<file path="src/hdl/clipped_sprite_blitter_rgb555_unit_assert.svh">
// Assertion macros shared by the sprite blitter RTL.
// No dependencies; define NO_ASSERTIONS to compile the checks away.
`ifndef CLIPPED_SPRITE_BLITTER_RGB555_UNIT_ASSERT_SVH
`define CLIPPED_SPRITE_BLITTER_RGB555_UNIT_ASSERT_SVH

`ifndef NO_ASSERTIONS
// Clocked check that is switched off while reset is asserted.
`define CSB_ASSERT(label, clk, rst_n, prop) \
  label: assert property (@(posedge clk) disable iff (!(rst_n)) (prop)) \
    else $error("sprite blitter assertion failed");
// Clocked check that also holds during reset.
`define CSB_ASSERT_ALWAYS(label, clk, prop) \
  label: assert property (@(posedge clk) (prop)) \
    else $error("sprite blitter assertion failed");
`else
`define CSB_ASSERT(label, clk, rst_n, prop)
`define CSB_ASSERT_ALWAYS(label, clk, prop)
`endif

`endif

</file>
<file path="src/hdl/csb_pkg.sv">
// Shared types and constants for the clipped RGB555 sprite blitter.
// No dependencies; used by csb_pixel_calc and the top level.
package csb_pkg;

  // Screen geometry.
  localparam int unsigned SCREEN_WIDTH  = 256;
  localparam int unsigned SCREEN_HEIGHT = 192;

  // Field widths.
  localparam int unsigned COORD_W = 11;
  localparam int unsigned SIZE_W  = 8;
  localparam int unsigned PIXEL_W = 16;
  localparam int unsigned ADDR_W  = 16;
  localparam int unsigned POS_W   = COORD_W + 1;

  // Input tdata layout, lowest bit first.
  localparam int unsigned START_X_LSB = 0;
  localparam int unsigned START_Y_LSB = START_X_LSB + COORD_W;
  localparam int unsigned WIDTH_LSB   = START_Y_LSB + COORD_W;
  localparam int unsigned HEIGHT_LSB  = WIDTH_LSB + SIZE_W;
  localparam int unsigned BLEND_LSB   = HEIGHT_LSB + SIZE_W;
  localparam int unsigned SRC_LSB     = BLEND_LSB + 1;
  localparam int unsigned DST_LSB     = SRC_LSB + PIXEL_W;
  localparam int unsigned IN_USED_W   = DST_LSB + PIXEL_W;
  localparam int unsigned IN_DATA_W   = ((IN_USED_W + 7) / 8) * 8;
  localparam int unsigned OUT_DATA_W  = ADDR_W + PIXEL_W;

  // Blend constants: drop the low bit of each channel, then set bit 15.
  localparam logic [PIXEL_W-1:0] KEEP_MASK  = 16'h7bde;
  localparam logic [PIXEL_W-1:0] BLEND_FLAG = 16'h8000;

  typedef enum logic {
    KIND_START = 1'b0,
    KIND_PIXEL = 1'b1
  } kind_e;

  typedef enum logic {
    MODE_OPAQUE = 1'b0,
    MODE_BLEND  = 1'b1
  } blend_e;

  // Current sprite and walk position.
  typedef struct packed {
    logic signed [COORD_W-1:0] origin_x;
    logic signed [COORD_W-1:0] origin_y;
    logic [SIZE_W-1:0]         width;
    logic [SIZE_W-1:0]         height;
    blend_e                    mode;
    logic [SIZE_W-1:0]         column;
    logic [SIZE_W-1:0]         row;
  } sprite_t;

  // Per-pixel outcome from the datapath.
  typedef struct packed {
    logic               active;
    logic               show;
    logic [ADDR_W-1:0]  addr;
    logic [PIXEL_W-1:0] value;
    logic [SIZE_W-1:0]  next_column;
    logic [SIZE_W-1:0]  next_row;
  } pix_result_t;

endpackage

</file>
<file path="src/hdl/csb_pixel_calc.sv">
// Pixel datapath: position, clipping, colour key, half blend and walk step.
// Depends on csb_pkg.
module csb_pixel_calc (
  input  csb_pkg::sprite_t              sprite_i,
  input  logic [csb_pkg::PIXEL_W-1:0]   src_pixel_i,
  input  logic [csb_pkg::PIXEL_W-1:0]   dst_pixel_i,
  output csb_pkg::pix_result_t          result_o
);
  import csb_pkg::*;

  logic signed [POS_W-1:0] pos_x;
  logic signed [POS_W-1:0] pos_y;
  logic                    in_x;
  logic                    in_y;
  logic [ADDR_W-1:0]       row_base;
  logic [PIXEL_W-1:0]      blend_value;
  logic [SIZE_W:0]         column_inc;

  // Screen position of this pixel.
  always_comb begin
    pos_x = POS_W'(sprite_i.origin_x) + $signed({1'b0, (POS_W-1)'(sprite_i.column)});
    pos_y = POS_W'(sprite_i.origin_y) + $signed({1'b0, (POS_W-1)'(sprite_i.row)});
    in_x  = !pos_x[POS_W-1] && (pos_x < $signed(POS_W'(SCREEN_WIDTH)));
    in_y  = !pos_y[POS_W-1] && (pos_y < $signed(POS_W'(SCREEN_HEIGHT)));
  end

  // Row-major framebuffer address.
  assign row_base = ADDR_W'($unsigned(pos_y)) * ADDR_W'(SCREEN_WIDTH);

  // Half sum per channel; the masked low bits keep channels from carrying over.
  assign blend_value = (((src_pixel_i & KEEP_MASK) >> 1) + ((dst_pixel_i & KEEP_MASK) >> 1))
                       | BLEND_FLAG;

  assign column_inc = {1'b0, sprite_i.column} + (SIZE_W + 1)'(1);

  // Result and next walk position.
  always_comb begin
    result_o.active = (sprite_i.width != '0) && (sprite_i.height != '0)
                      && (sprite_i.row < sprite_i.height);
    result_o.addr   = row_base + ADDR_W'($unsigned(pos_x));
    if (sprite_i.mode == MODE_BLEND) begin
      result_o.value = blend_value;
      result_o.show  = in_x && in_y;
    end else begin
      result_o.value = src_pixel_i;
      result_o.show  = in_x && in_y && (src_pixel_i != '0);
    end
    if (column_inc >= {1'b0, sprite_i.width}) begin
      result_o.next_column = '0;
      result_o.next_row    = sprite_i.row + SIZE_W'(1);
    end else begin
      result_o.next_column = column_inc[SIZE_W-1:0];
      result_o.next_row    = sprite_i.row;
    end
  end

endmodule

</file>
<file path="src/hdl/clipped_sprite_blitter_rgb555_unit.sv">
// Top level of the clipped RGB555 sprite blitter with stream ports.
// Depends on csb_pkg, csb_pixel_calc and the assertion macro header.
// Throughput: one beat per cycle; the input register, the pixel datapath
// and the output register form a two-stage pipeline that stalls only on tready.
// Reset clears the sprite state to an empty sprite and both valid flags;
// pixel beats before the first start beat give no output.
`include "clipped_sprite_blitter_rgb555_unit_assert.svh"

module clipped_sprite_blitter_rgb555_unit (
  input  logic                            clk_i,
  input  logic                            rst_ni,
  input  logic                            s_axis_tvalid,
  output logic                            s_axis_tready,
  // start_x[10:0], start_y[21:11], width[29:22], height[37:30], blend[38],
  // src_pixel[54:39], dst_pixel[70:55], zero pad[71]
  input  logic [csb_pkg::IN_DATA_W-1:0]   s_axis_tdata,
  // kind[0]
  input  logic                            s_axis_tuser,
  output logic                            m_axis_tvalid,
  input  logic                            m_axis_tready,
  // fb_address[15:0], pixel_value[31:16]
  output logic [csb_pkg::OUT_DATA_W-1:0]  m_axis_tdata
);
  import csb_pkg::*;

  logic                  s1_valid_q, s1_valid_d;
  kind_e                 s1_kind_q;
  logic [IN_DATA_W-1:0]  s1_data_q;
  sprite_t               sprite_q, sprite_d;
  logic                  m_valid_q, m_valid_d;
  logic [OUT_DATA_W-1:0] m_data_q;
  logic                  proc_en;
  logic                  in_fire;
  pix_result_t           result;

  // Pipeline control: stage one advances when the output register is free.
  assign proc_en       = s1_valid_q && (!m_valid_q || m_axis_tready);
  assign s_axis_tready = !s1_valid_q || proc_en;
  assign in_fire       = s_axis_tvalid && s_axis_tready;

  csb_pixel_calc u_calc (
    .sprite_i    (sprite_q),
    .src_pixel_i (s1_data_q[SRC_LSB +: PIXEL_W]),
    .dst_pixel_i (s1_data_q[DST_LSB +: PIXEL_W]),
    .result_o    (result)
  );

  // Next state of the input stage, sprite state and output register.
  always_comb begin
    s1_valid_d = s1_valid_q;
    if (s_axis_tready) begin
      s1_valid_d = s_axis_tvalid;
    end

    sprite_d = sprite_q;
    if (proc_en) begin
      if (s1_kind_q == KIND_START) begin
        sprite_d.origin_x = $signed(s1_data_q[START_X_LSB +: COORD_W]);
        sprite_d.origin_y = $signed(s1_data_q[START_Y_LSB +: COORD_W]);
        sprite_d.width    = s1_data_q[WIDTH_LSB +: SIZE_W];
        sprite_d.height   = s1_data_q[HEIGHT_LSB +: SIZE_W];
        sprite_d.mode     = blend_e'(s1_data_q[BLEND_LSB]);
        sprite_d.column   = '0;
        sprite_d.row      = '0;
      end else if (result.active) begin
        sprite_d.column = result.next_column;
        sprite_d.row    = result.next_row;
      end
    end

    m_valid_d = m_valid_q;
    if (proc_en) begin
      m_valid_d = (s1_kind_q == KIND_PIXEL) && result.active && result.show;
    end else if (m_axis_tready) begin
      m_valid_d = 1'b0;
    end
  end

  // Control registers.
  always_ff @(posedge clk_i or negedge rst_ni) begin
    if (!rst_ni) begin
      s1_valid_q <= 1'b0;
      m_valid_q  <= 1'b0;
      sprite_q   <= '0;
    end else begin
      s1_valid_q <= s1_valid_d;
      m_valid_q  <= m_valid_d;
      sprite_q   <= sprite_d;
    end
  end

  // Payload registers.
  always_ff @(posedge clk_i) begin
    if (in_fire) begin
      s1_kind_q <= kind_e'(s_axis_tuser);
      s1_data_q <= s_axis_tdata;
    end
    if (proc_en) begin
      m_data_q <= {result.value, result.addr};
    end
  end

  assign m_axis_tvalid = m_valid_q;
  assign m_axis_tdata  = m_data_q;

  // Checks on the walk state and the produced beats.
  `CSB_ASSERT(a_row_bound, clk_i, rst_ni, sprite_q.row <= sprite_q.height)
  `CSB_ASSERT(a_col_bound, clk_i, rst_ni, (sprite_q.column == '0) || (sprite_q.column < sprite_q.width))
  `CSB_ASSERT(a_addr_on_screen, clk_i, rst_ni, m_axis_tvalid |-> (32'(m_axis_tdata[ADDR_W-1:0]) < 32'(SCREEN_WIDTH * SCREEN_HEIGHT)))
  `CSB_ASSERT(a_value_nonzero, clk_i, rst_ni, m_axis_tvalid |-> (m_axis_tdata[OUT_DATA_W-1:ADDR_W] != '0))
  `CSB_ASSERT_ALWAYS(a_stall_only_full, clk_i, !s_axis_tready |-> s1_valid_q)

endmodule
</file>
<file path="config.mk">
export PLATFORM = sky130hd
export DESIGN_NAME = clipped_sprite_blitter_rgb555_unit
export DESIGN_NICKNAME = d
export VERILOG_FILES = /design/src/hdl/csb_pkg.sv /design/src/hdl/csb_pixel_calc.sv /design/src/hdl/clipped_sprite_blitter_rgb555_unit.sv
export VERILOG_INCLUDE_DIRS = /design/src /design/src/hdl
export SDC_FILE = /design/constraint.sdc
export NUM_CORES = 1
export LEC_CHECK = 0
export BUFFER_PORTS_ARGS = -buffer_cell sky130_fd_sc_hd__buf_2
export CORE_UTILIZATION = 36
export CTS_CLUSTER_SIZE = 8
export DETAILED_ROUTE_END_ITERATION = 10
export SYNTH_ARGS = -nofsm -noshare
export SYNTH_HDL_FRONTEND = slang
export SYNTH_SLANG_ARGS = --single-unit
</file>
<file path="constraint.sdc">
create_clock -name clk_i -period 4.9 [get_ports clk_i]
set_input_delay 0.98 -clock clk_i [delete_from_list [all_inputs] [get_ports clk_i]]
set_output_delay 0.98 -clock clk_i [all_outputs]
set_load 0.03 [all_outputs]
</file>
==> impl_metrics.csv, run 1 <==
group,metric,value,unit
status,status,"completed",
synthesis,synth_edf_count,100,
synthesis,syn_inst,556,
synthesis,synth_area,7360,um^2
finish,area_growth_syn_to_layout,19.3,%
setup_path,critPathKind,"flop to flop",
finish,fin_area,8780,um^2
timing,setup_viol,0,
grt,grt_pass1_wl,24100,um
timing,fin_skew,0.00650,ns
floorplanning,initial_core_util,37.2,%
timing,hold_violations,0,
finish,multi_input_area,2740,um^2
routing,drc,0,
floorplanning,core,19800,um^2
clocking,cts_hold_buf,0,
routing,drt_first_pass_iters,4,
floorplanning,dieArea,21000,um^2
power_and_ir_drop,power_density,417,nW/um^2
power_and_ir_drop,leakagePower,3.79,nW
timing,tns,0,ns
setup_path,crit_required,5.06,ns
timing,grt_setup_unrepaired,"no",
synthesis,ys_seq_area_share,60.1,%
power_and_ir_drop,p_switching,1.02,mW
setup_path,startpoint_type,"flop",
synthesis,yosys_warnings,0,
floorplanning,die_h,145,um
floorplanning,die-width,145,um
grt,grt_pass1_vias,4694,
setup_path,endpoint_kind,"flop",
routing,viasPerCell,4.91,
clocking,post_cts_buffers,0,
timing,relSlewSlack,33.0,%
clocking,cts_tree,"yes",
finish,stdcell_count,954,
worst_hold_path,worstHoldPathType,"flop to flop",
timing,fin_crit,3.39,ns
synthesis,yosysUniqueCellTypes,55,
timing,timing.fmax,295,MHz
power_and_ir_drop,p_sw_share,27.9,%
finish,final.fill_count,1846,
synthesis,synth-seq-cells,157,
grt,track_usage,14.7,%
setup_path,critPathArrivalTime,3.55,ns
clocking,cts-htree-levels,4,
clocking,clk-insertion-delay-late,0.42,ns
clocking,clockBufferDepth,2,
timing,fin_crit_sh,69.1,%
power_and_ir_drop,peakVddDrop,245,uV
floorplanning,rows,51,
placement,io_buffers,105,
routing,drt_iter0_drc,263,
clocking,cts_buffers,17,
power_and_ir_drop,p_int,2.64,mW
flow_run,max_cap_violations,0,
finish,layout_commonest_cell,"buf_2",
finish,layout_common_cells,"105 x buf_2, 100 x edfxtp_1, 57 x dfrtp_1",
routing,drt_wl_total,14700,um
placement,gp_congestion,0.854,
finish,layout.nets,807,
placement,hpwl,10800,um
clocking,clock_sinks,157,
floorplanning,io_pins,111,
routing,num_vias,4686,
synthesis,syn_avg_cell_area,13.2,um^2
grt,grt_max_degree,58,
power_and_ir_drop,p_seq_share,46.2,%
finish,layout.area.seq,4430,um^2
placement,placed_cells,921,
power_and_ir_drop,clkPwrFrac,34.7,%
grt,grt-ovfl-total,0,
placement,place_area,8220,um^2
routing,post_drt_wl_per_cell,15.5,um
routing,postRouteAntennaNets,0,
synthesis,ys.flop_type,"edfxtp_1",
grt,antenna_found_initial,1,
clocking,clock-root-buffer,"clkbuf_16",
synthesis,ys_async_sr_fraction,36.3,%
clocking,clkTransAtPathRegs,0.06,ns
power_and_ir_drop,p_comb_share,19.0,%
timing,timing_max_transition_violations_final,0,
setup_path,path_max_fanout,6,
synthesis,syn_nets,688,
clocking,cts_resized,0,
timing,tightest_slew,1.00,ns
finish,drive_gt1_share,26.0,%
## routing by layer
metal / vias up / routed length [um] / track usage, %
li1: 2316 / - / -
met1: 2255 / 7050 / 19.4
met2: 91 / 6870 / 23.4
met3: 24 / 526 / 3.52
met4: 0 / 303 / 5.64
met5: - / 0 / 0
## power by group through the flow
stage                     Combinational (mW)  Clock (mW)  Sequential (mW)
after floorplan                        0.401           0             1.80
after global placement                 0.674           0             1.72
after detailed placement               0.699           0             1.72
after CTS                              0.705        1.31             1.69
after global routing                   0.775        1.35             1.71
final                                  0.697        1.27             1.69
## logic make-up after synthesis
logic type | Yosys count | synth area share [%]
AOI/OAI and AO/OA | 119 | 10.5
xor gates and xnor gates | 32 | 3.81
adders and majority gates | 55 | 9.96
buffers and inverters | 52 | 2.80
DFF | 157 | 60.1
muxes | 37 | 5.59
and+or+nand+nor | 104 | 7.17
## through the flow
step | hold WS [ns] | setup slack (ns) | utilization (%) | total power [mW]
floorplan | 0.426 | 1.51 | - | 2.20
global placement | 0.439 | 1.59 | 41.5 | 2.39
detailed placement | 0.438 | 1.50 | 41.5 | 2.42
CTS | 0.457 | 1.49 | 44.4 | 3.71
global route | 0.488 | 1.14 | 44.4 | 3.84
finish | 0.457 | 1.51 | 44.4 | 3.66
## flip-flops by register name, indices dropped and copies added, names as in the netlist
| name | cells |
|---|---|
| m_axis_tdata | 32 |
| s1_data_q | 67 |
| sprite_q | 55 |
| m_axis_tvalid | 1 |
| s1_kind_q | 1 |
| s1_valid_q | 1 |
## cell type report
class                      instances  share of cell area [%]
antenna                            1                  0.0285
sequential                       157                    50.4
inverter                          43                    1.84
tap                              265                    3.77
clock inverter                    13                    1.41
timing repair buffer             109                    6.32
multi-input combinational        347                    31.2
clock buffer                      19                    5.04
## worst max-delay path, stage by stage, from the launching register on
cell and delay (ns):
dfrtp_1 0.44, ha_1 0.29, fa_1 0.44, a211oi_1 0.30, o21ai_0 0.22, nand2_1 0.12
and2_1 0.13, ha_1 0.16, inv_1 0.05, fa_1 0.41, nor2b_1 0.12, o21ai_0 0.08
nand2b_1 0.11, nand3_1 0.11, xnor2_1 0.15
## cell usage after synthesis (8+ instances only)
| master | n | share of area [%] |
|---|---|---|
| o21ai_0 | 32 | 2.2 |
| a21oi_1 | 23 | 1.6 |
| inv_1 | 43 | 2.2 |
| dfrtp_1 | 57 | 19 |
| mux2_2 | 33 | 5.0 |
| a31oi_1 | 9 | 0.76 |
| ha_1 | 49 | 8.3 |
| edfxtp_1 | 100 | 41 |
| a21o_1 | 18 | 1.8 |
| xnor2_1 | 22 | 2.6 |
| nand3_1 | 14 | 0.95 |
| nor2_1 | 14 | 0.71 |
| nand2b_1 | 8 | 0.68 |
| xor2_1 | 10 | 1.2 |
| nand2_1 | 31 | 1.6 |
## worst paths after layout
check / from / endpoint / slack (ns) / cells after the start
max: sprite_q[8] / m_axis_tdata[14] / 1.51 / 14
min: s1_data_q[29] / sprite_q[32] / 0.46 / 2
max reg2reg: sprite_q[8] / m_axis_tdata[14] / 1.51 / 14
min reg2reg: s1_data_q[29] / sprite_q[32] / 0.46 / 2
max in group asynchronous: rst_ni / sprite_q[46] / 3.74 / 2
min in group asynchronous: rst_ni / sprite_q[42] / 0.68 / 2
(Power assumes the default switching activity.)
==> run 2: changes to the inputs <==
==> constraint.sdc (replaced) <==
create_clock -name clk_i -period 3.4 [get_ports clk_i]
set_input_delay 0.68 -clock clk_i [delete_from_list [all_inputs] [get_ports clk_i]]
set_output_delay 0.68 -clock clk_i [all_outputs]
set_load 0.03 [all_outputs]
==> impl_metrics.csv, run 2 (same netlist as run 1, synthesis figures left out) <==
group,metric,value,unit
finish,layout.area.seq,4430,um^2
grt,track_usage,14.8,%
finish,area_growth_syn_to_layout,21.1,%
clocking,clock-root-buffer,"clkbuf_16",
timing,tightest_slew,0.728,ns
finish,final.fill_count,1843,
routing,drt_first_pass_iters,4,
floorplanning,dieArea,21000,um^2
timing,fin_crit,3.21,ns
routing,drc,0,
finish,largest_reg_flops,67,
routing,postRouteAntennaNets,0,
routing,drt_iter0_drc,277,
power_and_ir_drop,leakagePower,3.83,nW
setup_path,cpPeakStageDelay,0.40,ns
flow_run,max_cap_violations,0,
routing,post_drt_wl_per_cell,15.6,um
placement,hpwl,10800,um
setup_path,critPathKind,"flop to flop",
setup_path,endpoint_kind,"flop",
grt,grt_max_degree,58,
placement,gp_congestion,0.853,
timing,timing.fmax,312,MHz
clocking,clkTransAtPathRegs,0.06,ns
clocking,cts_tree,"yes",
status,status,"completed",
timing,hold_slack,0.385,ns
timing,fin_crit_sh,94.3,%
floorplanning,core,19800,um^2
finish,multi_input_area,2790,um^2
power_and_ir_drop,peakVddDrop,345,uV
grt,antenna_found_initial,2,
clocking,clk-insertion-delay-late,0.42,ns
timing,setup_viol,0,
setup_path,critPathArrivalTime,3.55,ns
clocking,clock_sinks,157,
finish,stdcell_count,961,
timing,relSlewSlack,51.5,%
clocking,clockBufferDepth,2,
setup_path,cp_top_family,"compound AO/OA/AOI/OAI gates",
grt,grt_pass1_wl,24300,um
floorplanning,die-width,145,um
floorplanning,die_h,145,um
timing,hold_violations,0,
finish,layout_commonest_cell,"buf_2",
grt,grt-ovfl-total,0,
timing,timing_max_transition_violations_final,0,
placement,place_area,8280,um^2
setup_path,path_max_fanout,10,
setup_path,critPathBufInv,1,
finish,drive_gt1_share,27.7,%
worst_hold_path,worstHoldPathType,"input port to asynchronous set/reset pin",
finish,top_register,"s1_data_q",
power_and_ir_drop,power_density,596,nW/um^2
routing,num_vias,4684,
clocking,cts-htree-levels,4,
floorplanning,rows,51,
clocking,cts_hold_buf,0,
setup_path,crit_required,3.74,ns
routing,drt_wl_total,15000,um
finish,layout.nets,813,
floorplanning,io_pins,111,
power_and_ir_drop,finalPower,5.32,mW
setup_path,crit_path_cell_trace,"buf_4 -> ha_1 -> nand3_1 -> nor2_2 -> xor2_1 -> ha_1 -> a21o_1 -> a221o_1 -> a31o_1 -> a21o_1 -> or3_1 -> a31oi_1",
setup_path,startpoint_type,"flop",
placement,io_buffers,105,
finish,layout_common_cells,"105 x buf_2, 100 x edfxtp_1, 55 x dfrtp_1",
timing,fin_skew,0.00562,ns
grt,grt_pass1_vias,4738,
finish,fin_area,8920,um^2
placement,placed_cells,926,
routing,viasPerCell,4.87,
clocking,cts_buffers,17,
floorplanning,initial_core_util,37.2,%
setup_path,cpMaxStageDelayCell,"or3_1",
run 2: cell types whose count changed in the layout (fill, tap and decap cells not counted), moves of 3 or more:
cell,previous run,this run
ha_1,49,45
clkinv_4,0,3
clkinv_2,6,3
clkbuf_1,1,4
ha_4,0,3
buf_4,4,8
run 2: metrics by stage:
| step | util [%] | setup TNS [ns] | setup slack (ns) |
|---|---|---|---|
| 2_1_floorplan | - | 0 | 0.309 |
| 5_1_grt | 45.1 | -0.0104 | -0.00931 |
| 6_report | 45.1 | 0 | 0.194 |
| 3_3_place_gp | 41.8 | 0 | 0.205 |
| 3_5_place_dp | 41.8 | 0 | 0.109 |
| 4_1_cts | 44.7 | 0 | 0.0966 |
run 2: repair_timing:
item | 4_1_cts | 5_1_grt
setup buffers | 0 | 1
setup endpoints to repair | 0 | 7
resized for setup | 0 | 12
run 2: layer usage:
metal	global-route usage, %	vias up	part of all wire, %	routed length [um]
li1	-	2319	-	-
met1	19.5	2240	46	6950
met2	23.3	104	47	7080
met3	3.14	21	4.0	594
met4	7.18	0	2.3	338
met5	0	-	0	0
run 2: where the power goes:
group / switching [mW] / internal (mW) / total [mW]
clock network: 0.727 / 1.10 / 1.83
registers: 0.119 / 2.30 / 2.42
logic: 0.622 / 0.450 / 1.07
total: 1.47 / 3.85 / 5.32
run 2: final cells by class:
type,count,area share (%)
clock inverter,10,1.30
sequential,157,49.7
timing repair buffer,115,7.02
antenna,2,0.0561
inverter,43,1.81
multi-input combinational,347,31.3
clock buffer,22,5.09
tap,265,3.72
run 2: final timing paths:
check | startpoint | endpoint | slack, ns | cells after the start
max in group asynchronous | rst_ni | sprite_q[9] | 2.47 | 2
worst min-delay path | rst_ni | sprite_q[43] | 0.39 | 2
worst max-delay path | sprite_q[8] | sprite_q[14] | 0.19 | 12
worst min register to register | s1_data_q[26] | sprite_q[29] | 0.45 | 2
worst max register to register | sprite_q[8] | sprite_q[14] | 0.19 | 12
min in group clk_i | s_axis_tdata[19] | s1_data_q[19] | 0.43 | 1
